==> config.mk <==
export PLATFORM = sky130hd
export DESIGN_NAME = kwm_ctrl
export DESIGN_NICKNAME = d
export VERILOG_FILES = /design/src/hw/rtl/kwm_pkg.sv /design/src/hw/rtl/kwm_ctrl.sv
export SDC_FILE = /design/constraint.sdc
export NUM_CORES = 1
export LEC_CHECK = 0
export ABC_AREA = 0
export ABC_CLOCK_PERIOD_IN_PS = 2600
export BUFFER_PORTS_ARGS = -buffer_cell sky130_fd_sc_hd__clkbuf_2
export CAP_MARGIN = 20
export CORE_AREA = 2 2 39 41
export CTS_CLUSTER_SIZE = 12
export DETAILED_ROUTE_END_ITERATION = 8
export DIE_AREA = 0 0 41 43
export GPL_TIMING_DRIVEN = 0
export MAX_ROUTING_LAYER = met4
export PLACE_DENSITY = 0.57
export SKIP_LAST_GASP = 1
export SYNTH_ARGS = -nofsm -noshare
export SYNTH_HDL_FRONTEND = slang
export SYNTH_SLANG_ARGS = --single-unit
==> constraint.sdc <==
create_clock -name clock -period 2.6 [get_ports clock]
set_clock_uncertainty 0.1 [all_clocks]
set_input_delay 0.26 -clock clock [delete_from_list [all_inputs] [get_ports clock]]
set_output_delay 0.26 -clock clock [all_outputs]
set_load 0.01 [all_outputs]
==> src/hw/rtl/kwm_pkg.sv <==
package kwm_pkg;

   // Default sizes of the merge engine.
   localparam int NUM_LISTS_DEF   = 8;
   localparam int LIST_DEPTH_DEF  = 256;
   localparam int VALUE_WIDTH_DEF = 32;

   // Fixed field widths of the request and response channels.
   localparam int TYPE_WIDTH = 2;
   localparam int IDX_WIDTH  = 3;

   // Request codes. The fourth code is unused and ignored.
   typedef enum logic [TYPE_WIDTH-1:0] {
      REQ_LOAD  = 2'd0,
      REQ_POP   = 2'd1,
      REQ_CLEAR = 2'd2
   } req_code_type;

   // Commands from the controller to the datapath.
   typedef struct packed {
      logic load_en;
      logic clear_en;
      logic scan_init;
      logic scan_step;
      logic commit;
   } cmd_type;

   // Status from the datapath to the controller.
   typedef struct packed {
      logic scan_last;
   } sts_type;

endpackage

==> src/hw/rtl/kwm_ctrl.sv <==
module kwm_ctrl
   import kwm_pkg::*;
(
   input  logic                  clock,
   input  logic                  reset,
   input  logic                  req_valid,
   input  logic [TYPE_WIDTH-1:0] req_type,
   output logic                  req_ready,
   output logic                  rsp_valid,
   input  logic                  rsp_ready,
   output cmd_type               cmd,
   input  sts_type               sts
);

   typedef enum logic [1:0] {
      ST_IDLE,
      ST_SCAN,
      ST_DRAIN,
      ST_FINISH
   } state_type;

   state_type state_ff, state_in;
   logic      rsp_valid_ff, rsp_valid_in;
   logic      accept;
   logic      out_free;

   assign req_ready = (state_ff == ST_IDLE);
   assign accept    = req_valid && req_ready;
   assign out_free  = !rsp_valid_ff || rsp_ready;

   always_comb begin
      state_in      = state_ff;
      cmd           = '0;
      unique case (state_ff)
         ST_IDLE: begin
            if (accept) begin
               priority if (req_type == REQ_LOAD) begin
                  cmd.load_en = 1'b1;
               end else if (req_type == REQ_CLEAR) begin
                  cmd.clear_en = 1'b1;
               end else if (req_type == REQ_POP) begin
                  cmd.scan_init = 1'b1;
                  state_in      = ST_SCAN;
               end else begin
                  state_in = ST_IDLE;
               end
            end
         end
         ST_SCAN: begin
            cmd.scan_step = 1'b1;
            if (sts.scan_last) begin
               state_in = ST_DRAIN;
            end
         end
         ST_DRAIN: begin
            state_in = ST_FINISH;
         end
         ST_FINISH: begin
            if (out_free) begin
               cmd.commit = 1'b1;
               state_in   = ST_IDLE;
            end
         end
         default: begin
            state_in = ST_IDLE;
         end
      endcase

      rsp_valid_in = rsp_valid_ff;
      if (cmd.commit) begin
         rsp_valid_in = 1'b1;
      end else if (rsp_ready) begin
         rsp_valid_in = 1'b0;
      end
   end

   always_ff @(posedge clock) begin
      if (reset) begin
         state_ff     <= ST_IDLE;
         rsp_valid_ff <= 1'b0;
      end else begin
         state_ff     <= state_in;
         rsp_valid_ff <= rsp_valid_in;
      end
   end

   assign rsp_valid = rsp_valid_ff;

   // A result never overwrites one that is still waiting.
   a_commit_free: assert property (@(posedge clock) disable iff (reset)
      cmd.commit |-> (!rsp_valid_ff || rsp_ready))
      else $error("result committed over a pending response");

   // An accepted pop always starts a scan.
   a_pop_scans: assert property (@(posedge clock) disable iff (reset)
      (accept && (req_type == REQ_POP)) |=> (state_ff == ST_SCAN))
      else $error("pop request did not start a scan");

   // The response only turns valid through a commit.
   a_rsp_from_commit: assert property (@(posedge clock) disable iff (reset)
      $rose(rsp_valid_ff) |-> $past(cmd.commit))
      else $error("response valid without a commit");

endmodule

# After elaboration in Yosys (flattened, before gate mapping)
# Index checks and enable logic that the tools add are counted.
# W data, S select, Z words.
dict set report totals {
  inputBits 7
  out_inout_bits 7
  ff_bits 3
  word_cells 38
}
dict set report classes {
  muxes 19
  eq_ne 10
  reduce_logical 7
}
# cell count
set op_table {}
lappend op_table {{$mux W2} 6}
lappend op_table {{$mux W1} 10}
lappend op_table {{$ne A2 B2 Y1 const B} 4}
lappend op_table {{$pmux W2 S4} 1}
lappend op_table {{$eq A2 B2 Y1 const B} 3}
lappend op_table {{$mux W3} 2}
lappend op_table {{$reduce_and A5 Y1} 1}
lappend op_table {{$eq A2 B1 Y1 const B} 2}
lappend op_table {{$logic_not A2 Y1} 2}
lappend op_table {{$ne A2 B1 Y1 const B} 1}
lappend op_table {{$reduce_bool A2 Y1} 1}
lappend op_table {{$logic_and A1 B1 Y1} 1}
lappend op_table {{$logic_not A1 Y1} 1}
lappend op_table {{$logic_or A1 B1 Y1} 1}

# Longest topological paths before layout
# Gate-level depths: netlist (run 1).
dict set report logic_depth {
  word_depth 6
  mapped_depth 5
}

# Worst setup path before layout (run 1)
# OpenSTA, ideal clock, no wires.
dict set report synth_path {
  path_type {reg-to-reg}
  startpoint {reg state_ff[0]}
  endpoint {reg state_ff[0]}
  setup_slack_ns 0.887
  stages_incl_launch_ff 6
  period_less_slack_ns 1.713
  n_path_buf 0
  arrival_ns 1.492
  setup_time_ns 0.121
  path_cell_list {dfxtp_1 > inv_1 > ha_1 > nor2b_1 > a2111oi_4 > mux2_4}
}
dict set report synth_via {
  elab_chain_len 4
}
# element line_no
set synth_rtl {}
lappend synth_rtl {{start, declared} kwm_ctrl.sv:22} ;# state_type state_ff, state_in;
lappend synth_rtl {{start signal, assigned} kwm_ctrl.sv:82} ;# state_ff <= state_in;
lappend synth_rtl {{$logic_not A2 Y1 (*)} kwm_ctrl.sv:27} ;# assign req_ready = (state_ff == ST_IDLE);
lappend synth_rtl {{named net req_ready} kwm_ctrl.sv:8} ;# output logic req_ready,
lappend synth_rtl {{$logic_and A1 B1 Y1} kwm_ctrl.sv:28} ;# assign accept = req_valid && req_ready;
lappend synth_rtl {{$ne A2 B1 Y1 (no line)} n/a}
lappend synth_rtl {{$reduce_and A5 Y1 (no line)} n/a}
# The timed path passes the listed nets; every way through them passes the cells marked *.
# A chain may end at the register's enable or synchronous reset.

==> impl_metrics.tcl, run 1 <==
set metrics [dict create \
    syn_area_sq_um 304 \
    cts_hold_buf 0 \
    worstPathRequired_ps 2240 \
    grt_pass1_vias 237 \
    hold_path.class "in -> reg" \
    ios 14 \
    fin_tns_setup_ps 0 \
    clk_latency_ps 230 \
    grt_overflow_total 0 \
    syn_nets 43 \
    antennaDiodeCount 0 \
    cts-root-buf "clkbuf_4" \
    slew_headroom_pct 76.9 \
    cts_buffer_depth 2 \
    min_period_over_period_pct 69.2 \
    fillers 150 \
    seq_area_frac_synth_pct 19.8 \
    rr_startpoint "state_ff[0]" \
    critPathMaxFanout 5 \
    regToRegEndpoint "state_ff[0]" \
    post-route-min-period_ps 1800 \
    firstDrtPassIters 4 \
    path_clk_slew_ps 40 \
    critPathArrivalTime_ps 1440 \
    dieArea_sq_mm 0.00176 \
    final_nets 61 \
    syn_avg_cell_area_sq_um 9.81 \
    drv_cap 0 \
    total_power_mw 0.169 \
    place.gp.congestion 0.684 \
    r2r.worst_path.cells 5 \
    fmax_mhz 556 \
    ys_warn_count 0 \
    drcViolationCount 0 \
    row_count 14 \
    leakagePower_nw 0.194 \
    cts_inserted_buffers 3 \
    power.density_mw_per_mm2 406 \
    peakVddDrop_mv 0.0507 \
    worst-setup-path-type "reg -> out" \
    area_growth_syn_to_layout_pct 36.6 \
    postRouteAntennaNets 0 \
    tritoncts "built" \
    cts_max_level 1 \
    clock_sinks 3 \
    rsz0062_at_grt "no" \
    die_width_um 41 \
    finalHoldViolations 0 \
    ff2ff_setup_slack_ps 810 \
    avgRoutedWirePerCell_um 9.05 \
    core_sq_mm 0.00138 \
    grt_pass1_wl_um 890 \
    synth_cells 31 \
    grt_use_total_pct 7.79 \
    vias 264 \
    wl_um 579 \
    final-setup-viol-count 0 \
    holdPathStages 2 \
    synthDistinctLibCells 16 \
    drive_gt1_share_pct 43.8 \
    end_kind "output port" \
    io_buffers 13 \
    dp_hpwl_um 474 \
    status "completed" \
    cts-resized-gates 0 \
    via_per_inst 4.13 \
    start_kind "register" \
    maxSlewViolCount 0 \
    first_iter_violations 4 \
    holdPathEnd "rsp_valid" \
    grt_max_degree 6 \
    cts_setup_buffers 0 \
    die_h_um 43 \
    tightestPinTransition_ps 346 \
    hold_start "reset" \
    antenna_found_initial 0 \
    ys_ff_latch 3 \
    initial_utilization_pct 22.0 \
]
worst max-delay path, cell delays in order (launching register included):
cell      delay, ps
dfxtp_1         330
inv_1           120
ha_1            240
nand3_1         140
nor3b_1         210
clkbuf_2        160
Yosys cell counts:
master     count  area, sq um
inv_1          2         7.51
nand2b_1       3         18.8
a2111oi_4      1         27.5
nand3_1        1         5.00
nor3_1         1         5.00
buf_4          1         7.51
mux2i_1        1         10.0
nor2b_4        2         27.5
nor3b_1        2         15.0
nor2_1         3         11.3
mux2_4         1         15.0
a21oi_1        1         5.00
nand3b_1       1         7.51
ha_1           5         62.6
dfxtp_1        3         60.1
nor2b_1        3         18.8
through the flow:
stage                     std cells  worst slack (ps)  util [%]  cell area, sq um  hold WS [ps]
after floorplan                  31               887         -               304           232
final                            64               802      30.0               415           161
after global placement           60               817      28.1               389           396
after global routing             64               668      30.0               415           174
after CTS                        64               791      30.0               415           151
after detailed placement         60               823      28.1               389           402
per-layer routing:
metal | wire [um] | global-route usage (%)
met1 | 240 | 8.28
met2 | 329 | 11.9
met3 | 10 | 0
met4 | 0 | 8.00
met5 | 0 | -
report_power, final:
group | internal (mW) | switching, mW
clock | 0.0577 | 0.0269
combinational | 0.0181 | 0.0175
sequential | 0.0473 | 0.00106
sequential cells by signal (all words and copies together) (netlist names):
| signal | count |
|---|---|
| state_ff | 2 |
| rsp_valid | 1 |
area by class of cell:
class,instances,area (sq um),share of cell area (%)
multi-input combinational,25,229,55.1
inverter,2,7.51,1.81
clock buffer,4,26.3,6.33
buffer,1,7.51,1.81
sequential,3,60.1,14.5
tap,16,20.0,4.82
timing repair buffer,13,65.1,15.7
layout by cell type, fill, tap and decap left out:
| master | count |
|---|---|
| nand2b_1 | 3 |
| a21oi_1 | 1 |
| mux2_4 | 1 |
| nor2_1 | 3 |
| clkbuf_4 | 3 |
| nand3_1 | 1 |
| ha_1 | 5 |
| dfxtp_1 | 3 |
| nor2b_4 | 2 |
| nor2b_1 | 3 |
| mux2i_1 | 1 |
| inv_1 | 2 |
| nand3b_1 | 1 |
| nor3_1 | 1 |
| a2111oi_4 | 1 |
| clkbuf_1 | 1 |
| buf_4 | 1 |
| nor3b_1 | 2 |
| clkbuf_2 | 13 |
worst max-delay path by stage:
stage / startpoint / endpoint / slack, ps / cells after the start
2_1_floorplan: state_ff[0] / state_ff[0] / 890 / 5
3_3_place_gp: state_ff[1] / state_ff[0] / 820 / 5
3_5_place_dp: state_ff[1] / state_ff[0] / 820 / 5
4_1_cts: state_ff[0] / cmd[3] / 790 / 5
5_1_grt: state_ff[0] / cmd[3] / 670 / 5
6_report: state_ff[0] / cmd[3] / 800 / 5
logic make-up (layout without fill, tap and decap cells):
| kind of cell | after synthesis | after routing | synth area share, % |
|---|---|---|---|
| compound gates | 2 | 2 | 10.7 |
| mux | 2 | 2 | 8.23 |
| flops | 3 | 3 | 19.8 |
| simple gates | 16 | 16 | 35.8 |
| fa+ha+maj | 5 | 5 | 20.6 |
| buf+inv | 3 | 20 | 4.94 |
(Power assumes the default switching activity.)
==> run 2: changes to the inputs <==
--- a/config.mk
+++ b/config.mk
@@ -6,7 +6,7 @@
 export NUM_CORES = 1
 export LEC_CHECK = 0
 export ABC_AREA = 0
-export ABC_CLOCK_PERIOD_IN_PS = 2600
+export ABC_CLOCK_PERIOD_IN_PS = 1800
 export BUFFER_PORTS_ARGS = -buffer_cell sky130_fd_sc_hd__clkbuf_2
 export CAP_MARGIN = 20
 export CORE_AREA = 2 2 39 41
==> constraint.sdc (replaced) <==
create_clock -name clock -period 1.8 [get_ports clock]
set_clock_uncertainty 0.1 [all_clocks]
set_input_delay 0.18 -clock clock [delete_from_list [all_inputs] [get_ports clock]]
set_output_delay 0.18 -clock clock [all_outputs]
set_load 0.01 [all_outputs]
==> run 2 against run 1 <==
Compared with the run above: global-route usage stayed put; largest power group unchanged; critical path depth stayed put; design area is 3.0% higher; register-to-register slack worse by 740 ps; utilization is 0.90 points higher; largest cell class unchanged; die area stayed put; critical path type is now reg -> reg; combinational power is 54% higher; sequential share of layout area is 0.16 points higher; non-clock buffer count is 1 higher.
==> impl_metrics.tcl, run 2 (synthesis gave the netlist of run 1 again) <==
set metrics [dict create \
    status "completed" \
    regMostFlops "state_ff" \
    die_h_um 43 \
    end_kind "register" \
    dieArea_sq_mm 0.00176 \
    slew_headroom_pct 78.2 \
    power.density_mw_per_mm2 582 \
    cts_buffer_depth 2 \
    worst-setup-path-type "reg -> reg" \
    grt_max_degree 6 \
    drive_gt1_share_pct 51.0 \
    maxSlewViolCount 0 \
    start_kind "register" \
    grt_pass1_vias 237 \
    ios 14 \
    post-route-min-period_ps 1730 \
    layout_commonest_cell "clkbuf_2" \
    antennaDiodeCount 0 \
    dp_hpwl_um 474 \
    grt_overflow_total 0 \
    leakagePower_nw 0.199 \
    cts_inserted_buffers 3 \
    switchingPower_mw 0.0682 \
    swShare_pct 27.4 \
    multi_input_area_sq_um 231 \
    postRouteAntennaNets 0 \
    fmax_mhz 578 \
    min_period_over_period_pct 96.2 \
    avgRoutedWirePerCell_um 9.45 \
    final-setup-viol-count 0 \
    core_sq_mm 0.00138 \
    path_clk_slew_ps 40 \
    fin_ws_ps 68.5 \
    tritoncts "built" \
    row_count 14 \
    grt_use_total_pct 7.79 \
    p_int_mw 0.181 \
    hold_path.class "in -> reg" \
    worstPathRequired_ps 1820 \
    cts-root-buf "clkbuf_4" \
    clock_sinks 3 \
    antenna_found_initial 0 \
    via_per_inst 4.12 \
    largest_reg_flops 2 \
    grt_pass1_wl_um 890 \
    utilization_pct 30.9 \
    p_seq_share_pct 28.2 \
    first_iter_violations 3 \
    io_buffers 13 \
    die_width_um 41 \
    tightestPinTransition_ps 327 \
    mostFrequentLayoutCells "clkbuf_2 (13), ha_1 (4)" \
    fillers 153 \
    clk_latency_ps 230 \
    drv_cap 0 \
    firstDrtPassIters 4 \
    drcViolationCount 0 \
    final_nets 62 \
    cts_max_level 1 \
    initial_utilization_pct 22.0 \
    clockPowerShare_pct 49.8 \
    area_growth_syn_to_layout_pct 40.7 \
    p_comb_share_pct 22.1 \
    finalHoldViolations 0 \
    pre_cts_ws_ps 23.4 \
    regArea_sq_um 62.6 \
    vias 268 \
    total_power_mw 0.249 \
    critPathMaxFanout 5 \
    place.gp.congestion 0.684 \
    peakVddDrop_mv 0.0762 \
    timing.hold.ws_ps 77.7 \
    critPathArrivalTime_ps 1750 \
    wl_um 614 \
]
run 2: through the flow:
stage / TNS [ps] / instances / cell area, sq um
2_1_floorplan: 0 / 31 / 304
3_3_place_gp: 0 / 60 / 389
3_5_place_dp: 0 / 60 / 389
4_1_cts: 0 / 64 / 415
5_1_grt: -2.83 / 65 / 428
6_report: 0 / 65 / 428
run 2: power groups by stage:
stage                     logic (mW)  clock network (mW)  registers, mW
final                         0.0549               0.124         0.0701
after global routing          0.0608               0.127         0.0704
after CTS                     0.0521               0.129         0.0698
after detailed placement      0.0518                   0         0.0708
after global placement        0.0509                   0         0.0710
after floorplan               0.0325                   0         0.0705
run 2: final cells by class:
cell class,instances,share of cell area [%]
plain buffers,1,1.75
clock buffers,4,6.14
inverters,2,1.75
multi-input cells,25,54.1
flip-flops and latches,3,14.6
well taps,16,4.68
repair buffers,14,17.0
run 2: per-layer routing:
layer | global-route usage [%] | share of wire, % | vias up
met5 | - | 0 | -
met4 | 8.00 | 0 | 0
met1 | 8.28 | 40 | 128
met3 | 0 | 1.6 | 0
met2 | 11.9 | 58 | 3
li1 | - | - | 137
run 2: worst paths after layout:
| path | start | cells past startpoint | slack [ps] | end |
|---|---|---|---|---|
| setup / recovery | state_ff[0] | 5 | 70 | state_ff[0] |
| hold / removal | reset | 2 | 80 | rsp_valid |
| setup reg to reg | state_ff[0] | 5 | 70 | state_ff[0] |
| hold reg to reg | state_ff[1] | 2 | 390 | state_ff[1] |
run 2: what timing repair did:
item,4_1_cts,5_1_grt
endpoints found under the setup margin,0,3
buffers inserted,0,1
resized for setup,0,3
hold buffers,0,0
run 2: worst max-delay path, stage by stage, from the launching register on:
cell       delay, ps
dfxtp_2          340
inv_1             80
ha_2             220
nor2b_1          150
a2111oi_4        380
mux2_4           330
==> run 3: changes to the inputs <==
--- a/config.mk
+++ b/config.mk
@@ -7,15 +7,15 @@
 export LEC_CHECK = 0
 export ABC_AREA = 0
 export ABC_CLOCK_PERIOD_IN_PS = 1800
-export BUFFER_PORTS_ARGS = -buffer_cell sky130_fd_sc_hd__clkbuf_2
 export CAP_MARGIN = 20
 export CORE_AREA = 2 2 39 41
 export CTS_CLUSTER_SIZE = 12
 export DETAILED_ROUTE_END_ITERATION = 8
 export DIE_AREA = 0 0 41 43
+export DONT_BUFFER_PORTS = 1
 export GPL_TIMING_DRIVEN = 0
 export MAX_ROUTING_LAYER = met4
-export PLACE_DENSITY = 0.57
+export PLACE_DENSITY = 0.48
 export SKIP_LAST_GASP = 1
 export SYNTH_ARGS = -nofsm -noshare
 export SYNTH_HDL_FRONTEND = slang
==> run 3 against run 2 <==
Compared with the run above: hold slack got worse by 50 ps; fmax rose by 2.0%; clock-buffer cell count did not move; via count fell by 16%; sequential power rose by 0.6%; combinational power fell by 26%; worst setup slack improved by 34 ps.
==> impl_metrics.tcl, run 3 (synthesis gave the netlist of run 1 again) <==
set metrics [dict create \
    mostFrequentLayoutCells "ha_1 (4), nor2b_1 (3), nand2b_1 (3), nor2_1 (3), clkbuf_4 (3)" \
    fillers 151 \
    avgRoutedWirePerCell_um 10.6 \
    grt_overflow_total 0 \
    clk_latency_ps 230 \
    total_power_mw 0.230 \
    fin_ws_ps 102 \
    regMostFlops "state_ff" \
    cts-root-buf "clkbuf_4" \
    cts_setup_buffers 0 \
    path_clk_slew_ps 40 \
    firstDrtPassIters 2 \
    die_h_um 43 \
    start_kind "register" \
    critPathArrivalTime_ps 1710 \
    antennaDiodeCount 0 \
    post-route-cell-area_sq_um 375 \
    via_per_inst 4.35 \
    layout_commonest_cell "ha_1" \
    worstPathRequired_ps 1810 \
    worst-setup-path-type "reg -> reg" \
    place.gp.congestion 0.711 \
    multi_input_area_sq_um 241 \
    rsz0062_at_grt "no" \
    largest_reg_flops 2 \
    finalHoldViolations 0 \
    hold_path.class "in -> reg" \
    initial_utilization_pct 22.0 \
    status "completed" \
    layout.cells.non_filler 52 \
    crit_path_top_delay_cell "a2111oi_4" \
    core_sq_mm 0.00138 \
    final_nets 49 \
    slew_headroom_pct 72.9 \
    worst_path_largest_cell_delay_ps 390 \
    grt_pass1_wl_um 952 \
    area_growth_syn_to_layout_pct 23.5 \
    tritoncts "built" \
    placed_area_sq_um 324 \
    dieArea_sq_mm 0.00176 \
    cts_buffer_depth 2 \
    post-place-cells 47 \
    dp_hpwl_um 459 \
    row_count 14 \
    min_period_over_period_pct 94.3 \
    antenna_found_initial 0 \
    drv_cap 0 \
    drive_gt1_share_pct 36.1 \
    post-route-min-period_ps 1700 \
    clock_sinks 3 \
    power.density_mw_per_mm2 613 \
    drcViolationCount 0 \
    crit_path_cell_trace "inv_2 > ha_4 > nor2b_1 > a2111oi_4 > mux2_4" \
    fmax_mhz 589 \
    critPathMaxFanout 5 \
    end_kind "register" \
    utilization_pct 27.1 \
    grt_use_total_pct 8.62 \
    vias 226 \
    maxSlewViolCount 0 \
    io_buffers 0 \
    die_width_um 41 \
    peakVddDrop_mv 0.196 \
    fin_tns_setup_ps 0 \
    cts_inserted_buffers 3 \
    tightestPinTransition_ps 405 \
    wl_um 550 \
    regArea_sq_um 62.6 \
    ios 14 \
    timing.hold.ws_ps 27.4 \
    pre_cts_ws_ps -28.9 \
    grt_max_degree 6 \
    grt_pass1_vias 250 \
    leakagePower_nw 0.145 \
    cts_max_level 1 \
    postRouteAntennaNets 0 \
    first_iter_violations 1 \
    final-setup-viol-count 0 \
]
run 3: cell types whose count changed in the layout (fill, tap and decap cells not counted):
cell,previous run,this run
inv_2,0,2
buf_4,2,1
ha_2,1,0
dlygate4sd3_1,0,1
inv_1,2,0
clkbuf_2,13,0
ha_4,0,1
run 3: power breakdown:
group,switching [mW],internal [mW],leakage (nW)
Clock,0.0360,0.0832,0.0150
Combinational,0.0190,0.0216,0.105
Sequential,0.00182,0.0687,0.0252
run 3: path summary, 6_finish.rpt:
path               startpoint     endpoint  slack (ps)  cells past startpoint
setup / recovery  state_ff[1]  state_ff[0]         100                      5
hold / removal          reset  state_ff[1]          30                      2
setup reg to reg  state_ff[1]  state_ff[0]         100                      5
hold reg to reg   state_ff[1]  state_ff[1]         400                      2
run 3: critical path, delay by kind of cell, from the launching register on:
family,cells,cell delay (ps)
AOI/OAI and AO/OA,1,390
DFF,1,360
muxes,1,330
adders and majority gates,1,180
and+or+nand+nor,1,150
buffers and inverters,1,70
run 3: what timing repair did:
item | in CTS | in global routing
resized for setup | 1 | 5
pin swaps | 0 | 1
gates cloned | 0 | 0
hold buffers | 1 | 0
setup endpoints to repair | 2 | 3
endpoints found under the hold margin | 1 | 0
run 3: layout make-up:
class                   count  area share [%]
multi-input cells          25            64.3
flip-flops and latches      3            16.7
clock buffers               4            7.00
well taps                  16            5.33
repair buffers              1            2.67
plain buffers               1            2.00
inverters                   2            2.00
run 3: routing by layer:
layer	track usage [%]	part of all wire [%]
met1	7.01	32
met2	13.8	62
met3	1.57	2.5
met4	10.0	2.7
met5	-	0
